## config.mk

```make
export PLATFORM = sky130hd
export DESIGN_NAME = lru_page_replacement
export DESIGN_NICKNAME = d
export VERILOG_FILES = /design/src/sv/lru_pr_pkg.sv /design/src/sv/lru_pr_frames.sv /design/src/sv/lru_page_replacement.sv
export SDC_FILE = /design/constraint.sdc
export NUM_CORES = 1
export LEC_CHECK = 0
export ABC_AREA = 1
export BUFFER_PORTS_ARGS = -buffer_cell sky130_fd_sc_hd__clkbuf_2
export CORE_AREA = 2 2 225 227
export DETAILED_ROUTE_END_ITERATION = 10
export DIE_AREA = 0 0 227 229
export PLACE_DENSITY = 0.76
export SYNTH_ARGS = -nofsm -noshare
export SYNTH_HDL_FRONTEND = slang
export SYNTH_SLANG_ARGS = --single-unit
```

## constraint.sdc

```tcl
create_clock -name clk -period 13.7 [get_ports clk]
set_input_delay 2.74 -clock clk [delete_from_list [all_inputs] [get_ports clk]]
set_output_delay 2.74 -clock clk [all_outputs]
set_load 0.01 [all_outputs]
```

## src/sv/lru_pr_pkg.sv

```systemverilog
// Package for the LRU page replacement block.
// Holds the frame count, derived widths and the lookup result type.
// No dependencies; used by lru_pr_frames and lru_page_replacement.
package lru_pr_pkg;

    // Number of physical frames built into the store.
    localparam int FRAMES = 8;

    // Width of a page number and of the saturating counters.
    localparam int PAGE_W = 32;
    localparam int CNT_W  = 32;

    // Width of a recency rank and of the fill count.
    localparam int AGE_W  = (FRAMES > 1) ? $clog2(FRAMES) : 1;
    localparam int FILL_W = $clog2(FRAMES + 1);

    // Width of the frame limit register and its reset value.
    localparam int LIM_W = 4;
    localparam logic [LIM_W-1:0] LIM_RESET = 4'd8;

    // Output item: hit, evicted, victim, hit total, fault total.
    localparam int OUT_BITS = 2 + PAGE_W + 2 * CNT_W;
    localparam int OUT_W    = ((OUT_BITS + 7) / 8) * 8;

    // Lookup outcome for the item in flight.
    typedef struct packed {
        logic              hit;
        logic              evicted;
        logic [PAGE_W-1:0] victim;
    } lookup_t;

endpackage

```

## src/sv/lru_pr_frames.sv

```systemverilog
// Frame store of the LRU page replacement block: page tags, valid bits,
// recency ranks and fill count, with parallel lookup and registered update.
// Depends on lru_pr_pkg.
module lru_pr_frames
(
    input  logic                             clk,
    input  logic                             rst_n,
    input  logic                             upd,
    input  logic [lru_pr_pkg::PAGE_W-1:0]    page,
    input  logic [lru_pr_pkg::FILL_W-1:0]    lim,
    output lru_pr_pkg::lookup_t              lookup
);

    logic [lru_pr_pkg::PAGE_W-1:0] page_reg [lru_pr_pkg::FRAMES];
    logic [lru_pr_pkg::AGE_W-1:0]  age_reg  [lru_pr_pkg::FRAMES];
    logic [lru_pr_pkg::FRAMES-1:0] valid_reg;
    logic [lru_pr_pkg::FILL_W-1:0] filled_reg;

    logic [lru_pr_pkg::FRAMES-1:0] match_first;
    logic [lru_pr_pkg::FRAMES-1:0] old_first;
    logic [lru_pr_pkg::FRAMES-1:0] sel;
    logic                          hit;
    logic                          fill;
    logic [lru_pr_pkg::AGE_W-1:0]  hit_age;
    logic [lru_pr_pkg::FILL_W-1:0] oldest;
    logic [lru_pr_pkg::FILL_W-1:0] rank;
    logic [lru_pr_pkg::PAGE_W-1:0] victim;
    logic                          found_m;
    logic                          found_o;

    // Compare the page against every valid frame and find the least recent one.
    always_comb
    begin
        match_first = '0;
        old_first   = '0;
        found_m     = 1'b0;
        found_o     = 1'b0;
        hit_age     = '0;
        victim      = '0;
        oldest      = filled_reg - lru_pr_pkg::FILL_W'(1);
        for (int i = 0; i < lru_pr_pkg::FRAMES; i++)
        begin
            if (valid_reg[i] && (page_reg[i] == page) && !found_m)
            begin
                match_first[i] = 1'b1;
                found_m        = 1'b1;
                hit_age        = age_reg[i];
            end
            if (valid_reg[i] && (lru_pr_pkg::FILL_W'(age_reg[i]) == oldest) && !found_o)
            begin
                old_first[i] = 1'b1;
                found_o      = 1'b1;
                victim       = page_reg[i];
            end
        end
        hit  = found_m;
        fill = !hit && (filled_reg < lim);
    end

    // Pick the frame that becomes most recent and the rank it leaves.
    always_comb
    begin
        for (int i = 0; i < lru_pr_pkg::FRAMES; i++)
        begin
            if (hit)
            begin
                sel[i] = match_first[i];
            end
            else if (fill)
            begin
                sel[i] = (lru_pr_pkg::FILL_W'(i) == filled_reg);
            end
            else
            begin
                sel[i] = old_first[i];
            end
        end
        if (hit)
        begin
            rank = lru_pr_pkg::FILL_W'(hit_age);
        end
        else if (fill)
        begin
            rank = filled_reg;
        end
        else
        begin
            rank = oldest;
        end
    end

    assign lookup.hit     = hit;
    assign lookup.evicted = !hit && !fill;
    assign lookup.victim  = (!hit && !fill) ? victim : '0;

    // Control state: valid bits, ranks and fill count.
    always_ff @(posedge clk or negedge rst_n)
    begin
        if (!rst_n)
        begin
            valid_reg  <= '0;
            filled_reg <= '0;
            for (int i = 0; i < lru_pr_pkg::FRAMES; i++)
            begin
                age_reg[i] <= '0;
            end
        end
        else if (upd)
        begin
            for (int i = 0; i < lru_pr_pkg::FRAMES; i++)
            begin
                if (sel[i])
                begin
                    age_reg[i] <= '0;
                end
                else if (valid_reg[i] && (lru_pr_pkg::FILL_W'(age_reg[i]) < rank))
                begin
                    age_reg[i] <= age_reg[i] + lru_pr_pkg::AGE_W'(1);
                end
            end
            if (fill)
            begin
                valid_reg  <= valid_reg | sel;
                filled_reg <= filled_reg + lru_pr_pkg::FILL_W'(1);
            end
        end
    end

    // Page tags are written on a fault only.
    always_ff @(posedge clk)
    begin
        if (upd && !hit)
        begin
            for (int i = 0; i < lru_pr_pkg::FRAMES; i++)
            begin
                if (sel[i])
                begin
                    page_reg[i] <= page;
                end
            end
        end
    end

    // Valid frames are always the low ones, one per filled slot.
    a_fill_count: assert property (@(posedge clk) disable iff (!rst_n)
        $countones(valid_reg) == int'(filled_reg))
        else $error("valid bits disagree with fill count");

    a_fill_bound: assert property (@(posedge clk) disable iff (!rst_n)
        upd && (filled_reg >= lim) |=> filled_reg == $past(filled_reg))
        else $error("fill count grew past the frame limit");

endmodule

```

## src/sv/lru_page_replacement.sv

```systemverilog
// Top level of the LRU page replacement block: stream ports, input and
// result registers, frame limit register and saturating counters.
// Depends on lru_pr_pkg and lru_pr_frames.

// A fully associative store of eight page frames with least-recently-used
// replacement. Each item on the slave stream is one page access; each one
// gives exactly one result item on the master stream. The block takes one
// item per clock cycle when the output is not stalled. Each item is first
// captured in the input register; then, once the result slot is free, one
// pass through the parallel tag compare and rank update loads the result
// register. All frames are compared at once, so no memory port or
// iteration limits the rate. Frames are empty after reset with no clearing
// pass. The user must write the frame limit (cfg_wr_data) only while no
// item is in flight; the block itself does not enforce this.
module lru_page_replacement
(
    input  logic                              clk,
    input  logic                              rst_n,
    // Frame limit register.
    input  logic                              cfg_wr_en,
    input  logic [lru_pr_pkg::LIM_W-1:0]      cfg_wr_data,
    // Page accesses.
    input  logic                              s_tvalid,
    output logic                              s_tready,
    input  logic [31:0]                       s_tdata,   // [31:0] page
    // Results.
    output logic                              m_tvalid,
    input  logic                              m_tready,
    // [0] hit, [1] evicted, [33:2] victim, [65:34] hit_total,
    // [97:66] fault_total, rest zero.
    output logic [lru_pr_pkg::OUT_W-1:0]      m_tdata
);

    logic                              in_vld_reg;
    logic [lru_pr_pkg::PAGE_W-1:0]     in_page_reg;
    logic                              out_vld_reg;
    logic                              out_hit_reg;
    logic                              out_evict_reg;
    logic [lru_pr_pkg::PAGE_W-1:0]     out_victim_reg;
    logic [lru_pr_pkg::CNT_W-1:0]      hit_cnt_reg;
    logic [lru_pr_pkg::CNT_W-1:0]      hit_cnt_next;
    logic [lru_pr_pkg::CNT_W-1:0]      fault_cnt_reg;
    logic [lru_pr_pkg::CNT_W-1:0]      fault_cnt_next;
    logic [lru_pr_pkg::LIM_W-1:0]      lim_reg;
    logic [lru_pr_pkg::FILL_W-1:0]     lim_eff;
    logic                              process;
    lru_pr_pkg::lookup_t               lookup;

    // The item in the input register moves on when the result slot frees up.
    assign process  = in_vld_reg && (!out_vld_reg || m_tready);
    assign s_tready = !in_vld_reg || process;

    // Input register.
    always_ff @(posedge clk or negedge rst_n)
    begin
        if (!rst_n)
        begin
            in_vld_reg <= 1'b0;
        end
        else if (s_tready)
        begin
            in_vld_reg <= s_tvalid;
        end
    end

    always_ff @(posedge clk)
    begin
        if (s_tvalid && s_tready)
        begin
            in_page_reg <= s_tdata[lru_pr_pkg::PAGE_W-1:0];
        end
    end

    // Frame limit register.
    always_ff @(posedge clk or negedge rst_n)
    begin
        if (!rst_n)
        begin
            lim_reg <= lru_pr_pkg::LIM_RESET;
        end
        else if (cfg_wr_en)
        begin
            lim_reg <= cfg_wr_data;
        end
    end

    // A limit of zero acts as one, and any limit above the built size as the size.
    always_comb
    begin
        if (lim_reg == '0)
        begin
            lim_eff = lru_pr_pkg::FILL_W'(1);
        end
        else if (int'(lim_reg) > lru_pr_pkg::FRAMES)
        begin
            lim_eff = lru_pr_pkg::FILL_W'(lru_pr_pkg::FRAMES);
        end
        else
        begin
            lim_eff = lru_pr_pkg::FILL_W'(lim_reg);
        end
    end

    lru_pr_frames u_frames
    (
        .clk    (clk),
        .rst_n  (rst_n),
        .upd    (process),
        .page   (in_page_reg),
        .lim    (lim_eff),
        .lookup (lookup)
    );

    // Saturating hit and fault counters.
    always_comb
    begin
        hit_cnt_next   = hit_cnt_reg;
        fault_cnt_next = fault_cnt_reg;
        if (lookup.hit)
        begin
            if (hit_cnt_reg != '1)
            begin
                hit_cnt_next = hit_cnt_reg + lru_pr_pkg::CNT_W'(1);
            end
        end
        else
        begin
            if (fault_cnt_reg != '1)
            begin
                fault_cnt_next = fault_cnt_reg + lru_pr_pkg::CNT_W'(1);
            end
        end
    end

    always_ff @(posedge clk or negedge rst_n)
    begin
        if (!rst_n)
        begin
            hit_cnt_reg   <= '0;
            fault_cnt_reg <= '0;
        end
        else if (process)
        begin
            hit_cnt_reg   <= hit_cnt_next;
            fault_cnt_reg <= fault_cnt_next;
        end
    end

    // Result register.
    always_ff @(posedge clk or negedge rst_n)
    begin
        if (!rst_n)
        begin
            out_vld_reg <= 1'b0;
        end
        else if (process)
        begin
            out_vld_reg <= 1'b1;
        end
        else if (m_tready)
        begin
            out_vld_reg <= 1'b0;
        end
    end

    always_ff @(posedge clk)
    begin
        if (process)
        begin
            out_hit_reg    <= lookup.hit;
            out_evict_reg  <= lookup.evicted;
            out_victim_reg <= lookup.victim;
        end
    end

    assign m_tvalid = out_vld_reg;
    assign m_tdata  = {(lru_pr_pkg::OUT_W - lru_pr_pkg::OUT_BITS)'(0),
                       fault_cnt_reg, hit_cnt_reg, out_victim_reg,
                       out_evict_reg, out_hit_reg};

    // A result is either a hit or a fault, and only an eviction names a victim.
    a_hit_no_evict: assert property (@(posedge clk) disable iff (!rst_n)
        m_tvalid |-> !(out_hit_reg && out_evict_reg))
        else $error("result is both a hit and an eviction");

    a_victim_zero: assert property (@(posedge clk) disable iff (!rst_n)
        m_tvalid && !out_evict_reg |-> out_victim_reg == '0)
        else $error("victim page set without an eviction");

    // Exactly one of the two counters moves per processed item, unless saturated.
    a_one_count: assert property (@(posedge clk) disable iff (!rst_n)
        process && (hit_cnt_reg != '1) && (fault_cnt_reg != '1) |=>
        (hit_cnt_reg != $past(hit_cnt_reg)) != (fault_cnt_reg != $past(fault_cnt_reg)))
        else $error("counters did not advance by exactly one item");

    a_cnt_idle: assert property (@(posedge clk) disable iff (!rst_n)
        !process |=> $stable(hit_cnt_reg) && $stable(fault_cnt_reg))
        else $error("counter changed with no item processed");

endmodule
```

-- Yosys cells after proc, flatten, opt, wreduce, memory -nomap -nowiden
Memory sizes are Yosys's and may differ from the RTL's.
Cells that the tools add are included.
- register bits: 172
- RAM bits: 256
- input port bits: 41
- output and inout port bits: 106
- logic and storage cells: 289
- memories kept: 1
- add/sub/neg operators: 12
- magnitude comparators: 10
- equal/unequal tests: 25
- mux-type cells: 128
- bitwise logic cells: 2
- reduce and logical (&&, ||, !) cells: 92
- memory list (memory ; depth ; bits a word ; rd ports ; clocked after Yosys merged registers in ; wr ports ; line ; source):
    u_frames.page_reg ; 8 ; 32 ; 8 ; 0 ; 1 ; lru_pr_frames.sv:14 ; logic [lru_pr_pkg::PAGE_W-1:0] page_reg [lru_pr_pkg::FRAMES];
- operators with widths (cell ; count):
    32-bit 2-to-1 mux ; 15
    32-bit equality test ; 8
    32-bit OR reduction ; 7
    3-bit 2-to-1 mux ; 31
    1-bit 2-to-1 mux ; 78
    32-bit by 1-bit adder with 32-bit output, second input constant ; 2
    32-bit inequality test, second input constant ; 2
    1-bit logical AND ; 43
    3-bit by 4-bit equality test with 1-bit output ; 8
    3-bit by 4-bit < comparator with 1-bit output ; 8
    3-bit by 1-bit adder with 3-bit output, second input constant ; 8
    1-bit logical NOT ; 18
    2-bit AND reduction ; 9
    2-bit nonzero test ; 9
    3-bit by 4-bit equality test with 1-bit output, first input constant ; 4
    4-bit 2-to-1 mux ; 4
    2-bit by 4-bit equality test with 1-bit output, first input constant ; 2
    4-bit logical NOT ; 2
    8-bit bitwise OR ; 1
    3-bit AND reduction ; 2
    4-bit by 1-bit adder with 4-bit output, second input constant ; 1
    1-bit by 4-bit equality test with 1-bit output, first input constant ; 1
    4-bit greater-than comparator, second input constant ; 1
    4-bit < comparator ; 1
    3 further kinds ; 4

-- Depth between registers and ports, before layout
Gate-level depths: netlist of run 1.
An unclocked memory read counts as a cell.
- depth in word-level cells: 40
- depth in mapped cells: 32
- mapped depth without buffers: 29

-- By module
Synthesis of run 1 repeated with hierarchy kept, for this count alone.
- cells, all modules: 3201
- area total of the unflattened synthesis: 25709.7 µm²
- by module, submodules not included (module ; times used ; cells an instance ; area an instance (µm²) ; seq. area each (µm²)):
    lru_pr_frames ; 1 ; 2410 ; 19095.8 ; 8588.2
    lru_page_replacement ; 1 ; 791 ; 6613.8 ; 3734.8

-- Worst setup path before layout of run 1
Ideal clock, no wire load.
- path type: in2out
- from: in m_tready
- to: out s_tready
- data arrival time: 2924 ps
- required time: 10960 ps
- path slack: 8036 ps
- stages: 2
- buffers on the path: 0
- cells stage by stage: inv_1 nand3_1
- cells in the longest elaborated chain, start to end: 3
- ends and longest elaborated chain (element ; line ; source):
    start, declared ; lru_page_replacement.sv:28 ; input logic m_tready,
    1-bit logical OR ; lru_page_replacement.sv:50 ; assign process = in_vld_reg && (!out_vld_reg || m_tready);
    1-bit logical AND ; lru_page_replacement.sv:50 ;
    1-bit logical OR ; lru_page_replacement.sv:51 ; assign s_tready = !in_vld_reg || process;
    end, declared ; lru_page_replacement.sv:24 ; output logic s_tready,
Every way passes these cells.

==> results.tsv, run 1 <==
stage	metric	value	unit
yosys	syn_inst	2907	
worst_setup_path	cp_top_family	simple AND/OR/NAND/NOR gates	
worst_setup_path	crit_start	in_page_reg[2]$_DFFE_PP_	
flow_run	maxCapViolations	0	
worst_setup_path	crit_end	u_frames.age_reg[15]$_DFFE_PN0P_	
worst_setup_path	crit_arrival	6500	ps
timing	hold_viol	0	
worst_setup_path	timing.rr.end	u_frames.age_reg[15]$_DFFE_PN0P_	
yosys	ys_top_cells_by_area	edfxtp_1 39%, nand2_1 13%, dfrtp_1 11%	
die	core_area	49700	um2
clock_network	cts_tree	built	
grt	gr-total-overflow	0	
final_layout	final_net_count	3128	
drt	drt_iter0_drc	2620	
timing	drv_slew	0	
status	status	completed	
min_path	hp-class	flop to flop	
drt	vias	21400	
timing	worst_slack	7660	ps
clock_network	cts_resized	0	
worst_setup_path	slowest_stage	o2111ai_1	
yosys	avgSynthCellArea	8.43	um2
yosys	yosysTopAreaCell	edfxtp_1	
worst_setup_path	endpoint_kind	flop	
placement	dp_hpwl	63100	um
drt	vias_per_cell	5.68	
timing	maxSlewHeadroom	10.7	%
yosys	synth.distinct_cells	71	
worst_setup_path	crit_path_start_kind	flop	
final_layout	drive_gt1_share	11.1	%
drt	final_antenna_net_count	0	
drt	wl_per_cell	21.9	um
yosys	ys_top_cells_by_count	851 x nand2_1, 366 x inv_1, 322 x edfxtp_1	
yosys	yosysSeqAreaShare	50.3	%
yosys	netlist_area	24500	um2
timing	tns	0	ps
clock_network	root_buffer	clkbuf_16	
worst_setup_path	path_buf_inv	3	
grt	grt_pass1_vias	20300	
yosys	ys_async_sr_fraction	24.8	%
timing	tightest_slew	1310	ps
placement	post-place-cells	3675	
placement	detailedPlace.worstSlack	7830	ps
grt	antenna_found_initial	0	
grt	track_usage	31.7	%
clock_network	post-cts-setup-buffer-count	0	
yosys	synth-edff-count	322	
yosys	synth-seq-cells	428	
worst_setup_path	slowest_delay	1000	ps
die	io_pins	147	
clock_network	cts_sinks	428	
placement	port-buffer-count	140	
yosys	synth_most_common_cell	nand2_1	
die	rows	82	
drt	drt_first_pass_iters	6	
final_layout	final_cells	3762	
worst_setup_path	cp_common_cell	nand2_1	
worst_setup_path	cp_num_cells	27	
final_layout	area_delta_synth_final	12.0	%
die	fp.dieW	227	um
placement	routabilityCongestion	0.990	
timing	finalClockSkew	21.4	ps
timing	setup_violations	0	
yosys	ys.flop_type	edfxtp_1	
clock_network	postCtsHoldBufs	0	
power_and_ir_drop	peakVddDrop	125	uV
worst_setup_path	reg2reg_depth	27	
final_layout	largest_reg_flops	256	
worst_setup_path	path_class	flop to flop	
worst_setup_path	critPathMaxFanout	27	
yosys	yosys_warnings	0	
power_and_ir_drop	p_leak	12.4	nW
timing	rsz0062_at_grt	false	
die	die_area	52000	um2
drt	wl	82200	um
power_and_ir_drop	power.density	212	nW/um2
drt	route.detailed.drc	0	
timing	fin_crit_sh	44.1	%
clock_network	cts_made_buffers	48	
clock_network	path_clk_slew	60	ps
timing	fmax	166	MHz
timing	min_period	6040	ps
clock_network	clk_latency	590	ps
worst_setup_path	r2r_slack	7660	ps
grt	grt_max_degree	70	
yosys	synth_top_area_share	39.4	%
die	initial_utilization	49.4	%
worst_setup_path	worstPathRequired	14170	ps
die	fp.dieH	229	um
grt	grt_pass1_wl	123000	um
clock_network	cts_buffer_depth	3	
worst_setup_path	r2r-start	in_page_reg[2]$_DFFE_PP_	
final_layout	diodes	0	
clock_network	htree_levels	2	
-- logic make-up (layout without fill, tap and decap cells) --
| group | count (synthesis) | count (layout) | share of synthesized area [%] |
|---|---|---|---|
| and+or+nand+nor | 1512 | 1512 | 26.7 |
| buffers and inverters | 482 | 660 | 8.33 |
| DFF | 428 | 428 | 50.3 |
| AOI/OAI and AO/OA | 306 | 306 | 7.68 |
| xor gates and xnor gates | 143 | 143 | 5.19 |
| adders and majority gates | 34 | 34 | 1.74 |
| other | 1 | 6 | 0.0153 |
| muxes | 1 | 1 | 0.0459 |
-- worst min path at each step --
stage | startpoint | endpoint | slack, ps | cells past startpoint
2_1_floorplan | u_frames.valid_reg[7]$_DFFE_PN0P_ | u_frames.valid_reg[7]$_DFFE_PN0P_ | 470 | 2
3_3_place_gp | fault_cnt_reg[27]$_DFFE_PN0P_ | fault_cnt_reg[27]$_DFFE_PN0P_ | 480 | 1
3_5_place_dp | hit_cnt_reg[16]$_DFFE_PN0P_ | hit_cnt_reg[16]$_DFFE_PN0P_ | 490 | 1
4_1_cts | hit_cnt_reg[16]$_DFFE_PN0P_ | hit_cnt_reg[16]$_DFFE_PN0P_ | 500 | 1
5_1_grt | hit_cnt_reg[16]$_DFFE_PN0P_ | hit_cnt_reg[16]$_DFFE_PN0P_ | 520 | 1
6_report | hit_cnt_reg[16]$_DFFE_PN0P_ | hit_cnt_reg[16]$_DFFE_PN0P_ | 490 | 1
-- power breakdown --
| part | leakage (nW) | switching (mW) | internal [mW] | total [mW] |
|---|---|---|---|---|
| logic | 7.37 | 1.76 | 0.715 | 2.47 |
| clock network | 0.775 | 0.541 | 0.778 | 1.32 |
| registers | 4.28 | 0.240 | 1.79 | 2.03 |
| total | 12.4 | 2.54 | 3.28 | 5.83 |
-- stage by stage --
step                      power [mW]  instance area [um2]  hold WS (ps)  utilization [%]
final                           5.83                27500           493             55.3
after global routing            6.13                27500           520             55.3
after CTS                       5.75                27500           496             55.3
after detailed placement        4.43                25900           488             52.1
after global placement          4.40                25900           483             52.1
after floorplan                 3.50                24500           470                -
-- metal layers --
layer	track usage, %	wire length [um]	up-vias
li1	-	-	9886
met1	44.3	33300	10000
met2	48.3	36600	1228
met3	5.81	8290	209
met4	14.1	4070	0
met5	0	0	-
-- cell type report --
type	count	area, um2
Clock inverter	28	302
Timing Repair Buffer	174	958
Multi-Input combinational cell	2002	10200
Fill cell	4623	22200
Tap cell	672	841
Clock buffer	59	1280
Sequential cell	428	12300
Inverter	399	1520
-- placed cells by master (no fill, tap or decap), types with 11 or more instances in the layout --
master	n
nand2_1	851
inv_1	364
edfxtp_1	322
nor2_1	312
clkbuf_2	139
o21ai_0	108
dfrtp_1	105
nand3_1	100
nand4_1	92
xnor2_1	74
xor2_1	68
a21oi_1	62
clkbuf_16	49
nor3_1	40
o22ai_1	37
buf_4	35
ha_1	34
a221oi_1	29
inv_2	24
nand3b_1	17
nor4_1	15
nor2_4	14
clkinv_2	11
a31oi_1	11
Note: power is estimated with default switching activity, not from simulation.
==> run 2, diff against run 1 <==
- PLACE_DENSITY: 0.76 -> 0.79
- clock period: 13.7 -> 5.39 ns (I/O delays scaled with it)
==> run 2 against run 1 <==
Effect of this change:
- clock skew up 2.9 ps
- combinational power rose to 2.7 times the previous value
- cell count grew 0.72%
==> results.tsv, run 2 (same netlist as run 1, synthesis figures left out) <==
stage	metric	value	unit	change
power_and_ir_drop	power.density	551	nW/um2	+160%
clock_network	root_buffer	clkbuf_16		
timing	setup_violations	0		unchanged
min_path	hp-class	flop to flop		
timing	maxSlewHeadroom	36.6	%	+26 points
timing	tightest_slew	949	ps	-356 ps
worst_setup_path	slowest_stage	edfxtp_1		
final_layout	multi_input_area	10200	um2	about the same
clock_network	cts_made_buffers	48		unchanged
power_and_ir_drop	peakVddDrop	285	uV	+130%
drt	vias_per_cell	5.74		+1.1%
grt	grt_pass1_vias	20500		+0.65%
timing	hold_viol	0		unchanged
grt	grt_max_degree	66		-5.7%
clock_network	post-cts-setup-buffer-count	0		unchanged
final_layout	nFillCells	4501		-2.6%
placement	port-buffer-count	140		unchanged
timing	tns	0	ps	unchanged
timing	fin_crit_sh	90.1	%	+46 points
worst_setup_path	cp_top_family	simple AND/OR/NAND/NOR gates		
die	die_area	52000	um2	unchanged
final_layout	diodes	0		unchanged
drt	final_antenna_net_count	0		unchanged
clock_network	cts_resized	0		unchanged
grt	gr-total-overflow	0		unchanged
worst_setup_path	crit_arrival	5330	ps	-1170 ps
clock_network	clk_latency	600	ps	about the same
final_layout	final_common_cell	nand2_1		
grt	grt_pass1_wl	125000	um	+2.1%
final_layout	mostFrequentLayoutCells	851 x nand2_1, 365 x inv_1, 322 x edfxtp_1, 312 x nor2_1, 139 x clkbuf_2		
die	initial_utilization	49.4	%	unchanged
worst_setup_path	endpoint_kind	flop		
die	core_area	49700	um2	unchanged
die	io_pins	147		unchanged
die	fp.dieH	229	um	unchanged
clock_network	cts_sinks	428		unchanged
timing	drv_slew	0		unchanged
clock_network	path_clk_slew	70	ps	about the same
grt	track_usage	32.6	%	+0.90 points
worst_setup_path	path_buf_inv	2		-1
worst_setup_path	crit_path_start_kind	flop		
final_layout	largest_reg_flops	256		unchanged
status	status	completed		
clock_network	postCtsHoldBufs	0		unchanged
drt	drt_first_pass_iters	9		+3
flow_run	maxCapViolations	0		unchanged
clock_network	htree_levels	2		unchanged
final_layout	area_delta_synth_final	13.3	%	
die	fp.dieW	227	um	unchanged
worst_setup_path	worstPathRequired	5860	ps	-8310 ps
power_and_ir_drop	p_leak	12.6	nW	+1.4%
placement	routabilityCongestion	1.03		+4.4%
worst_setup_path	critPathMaxFanout	16		-41%
timing	whs	506	ps	+12.7 ps
die	rows	82		unchanged
placement	dp_hpwl	64800	um	+2.7%
drt	vias	21700		+1.8%
timing	rsz0062_at_grt	false		
timing	min_period	4860	ps	-1180 ps
final_layout	drive_gt1_share	12.1	%	+1.0 points
worst_setup_path	slowest_delay	780	ps	-220 ps
drt	drt_iter0_drc	3224		+23%
worst_setup_path	cp_common_cell	nand2_1		
clock_network	cts_buffer_depth	3		unchanged
grt	antenna_found_initial	1		+1
timing	fmax	206	MHz	+24%
worst_setup_path	path_class	flop to flop		
drt	route.detailed.drc	0		unchanged
final_layout	seqCellArea	12300	um2	unchanged
drt	wl_per_cell	22.3	um	+1.8%
drt	wl	84300	um	+2.5%
final_layout	final_net_count	3154		+0.83%
timing	finalClockSkew	24.3	ps	+2.92 ps
clock_network	cts_tree	built		
[run 2: cell count changes in the layout (fill, tap and decap cells not counted)]
cell / delta
inv_4: +1
bufinv_16: +2
clkinvlp_2: +1
buf_12: +1
nor2_2: +2
buf_4: +25
clkinv_2: -3
clkbuf_8: +2
clkinv_4: +3
clkbuf_1: -3
nor2_4: -2
inv_1: +1
clkinv_1: -6
clkinvlp_4: +3
[run 2: final cells by class]
type / instances / share of cell area, %
clock buffers: 58 / 4.68
clock inverters: 30 / 1.40
inverters: 399 / 5.49
multi-input cells: 2002 / 36.8
flip-flops and latches: 428 / 44.4
well taps: 672 / 3.03
repair buffers: 200 / 4.20
[run 2: worst paths after layout]
path / startpoint / endpoint / slack (ps) / cells after the start
worst min register to register: fault_cnt_reg[31]$_DFFE_PN0P_ / fault_cnt_reg[31]$_DFFE_PN0P_ / 510 / 1
worst min-delay path: fault_cnt_reg[31]$_DFFE_PN0P_ / fault_cnt_reg[31]$_DFFE_PN0P_ / 510 / 1
min in group asynchronous: rst_n / hit_cnt_reg[14]$_DFFE_PN0P_ / 570 / 1
worst max-delay path: in_page_reg[17]$_DFFE_PP_ / u_frames.age_reg[4]$_DFFE_PN0P_ / 530 / 27
max in group asynchronous: rst_n / lim_reg[3]$_DFFE_PN1P_ / 3710 / 2
worst max register to register: in_page_reg[17]$_DFFE_PP_ / u_frames.age_reg[4]$_DFFE_PN0P_ / 530 / 27
[run 2: metrics by stage]
step	setup WS, ps	utilization [%]	std cells	cell area, um2	total power, mW
finish	531	55.9	3789	27800	15.3
global route	189	55.9	3789	27800	16.0
CTS	717	55.9	3789	27800	15.0
detailed placement	797	52.5	3701	26100	11.5
global placement	803	52.5	3701	26100	11.4
floorplan	957	-	2912	24500	8.89
[run 2: routing by layer]
layer | vias up | global-route usage [%] | part of all wire (%)
met5 | - | 0 | 0
met4 | 0 | 15.0 | 5.1
met3 | 257 | 6.63 | 12
met2 | 1456 | 49.7 | 44
met1 | 10100 | 44.9 | 39
li1 | 9941 | - | -
[run 2: worst reg2reg max path, cell delays in order, from the launching register on]
cell and delay, ps:
edfxtp_1 780, inv_2 220, nand2_1 300, nand2_1 80
nor2_1 160, nand2_2 90, nor2_1 170, nand3_1 110
nor2_1 360, nor2_1 210, nand3_1 140, nor2_1 70
nand2_1 170, nand2_1 90, o32ai_1 160, nand2_1 90
o2111ai_1 430, ha_1 390, nand2_1 80, inv_1 40
o21ai_1 110, nand2_1 60, nand2_1 50, nand2_1 60
nand2_1 80, nand2_1 70, nand2_1 80, o21ai_0 80
[run 2: power by group]
part           internal [mW]  total [mW]  switching [mW]
Clock                   2.11        3.53            1.42
Sequential              4.54        5.15           0.604
Combinational           1.96        6.61            4.66
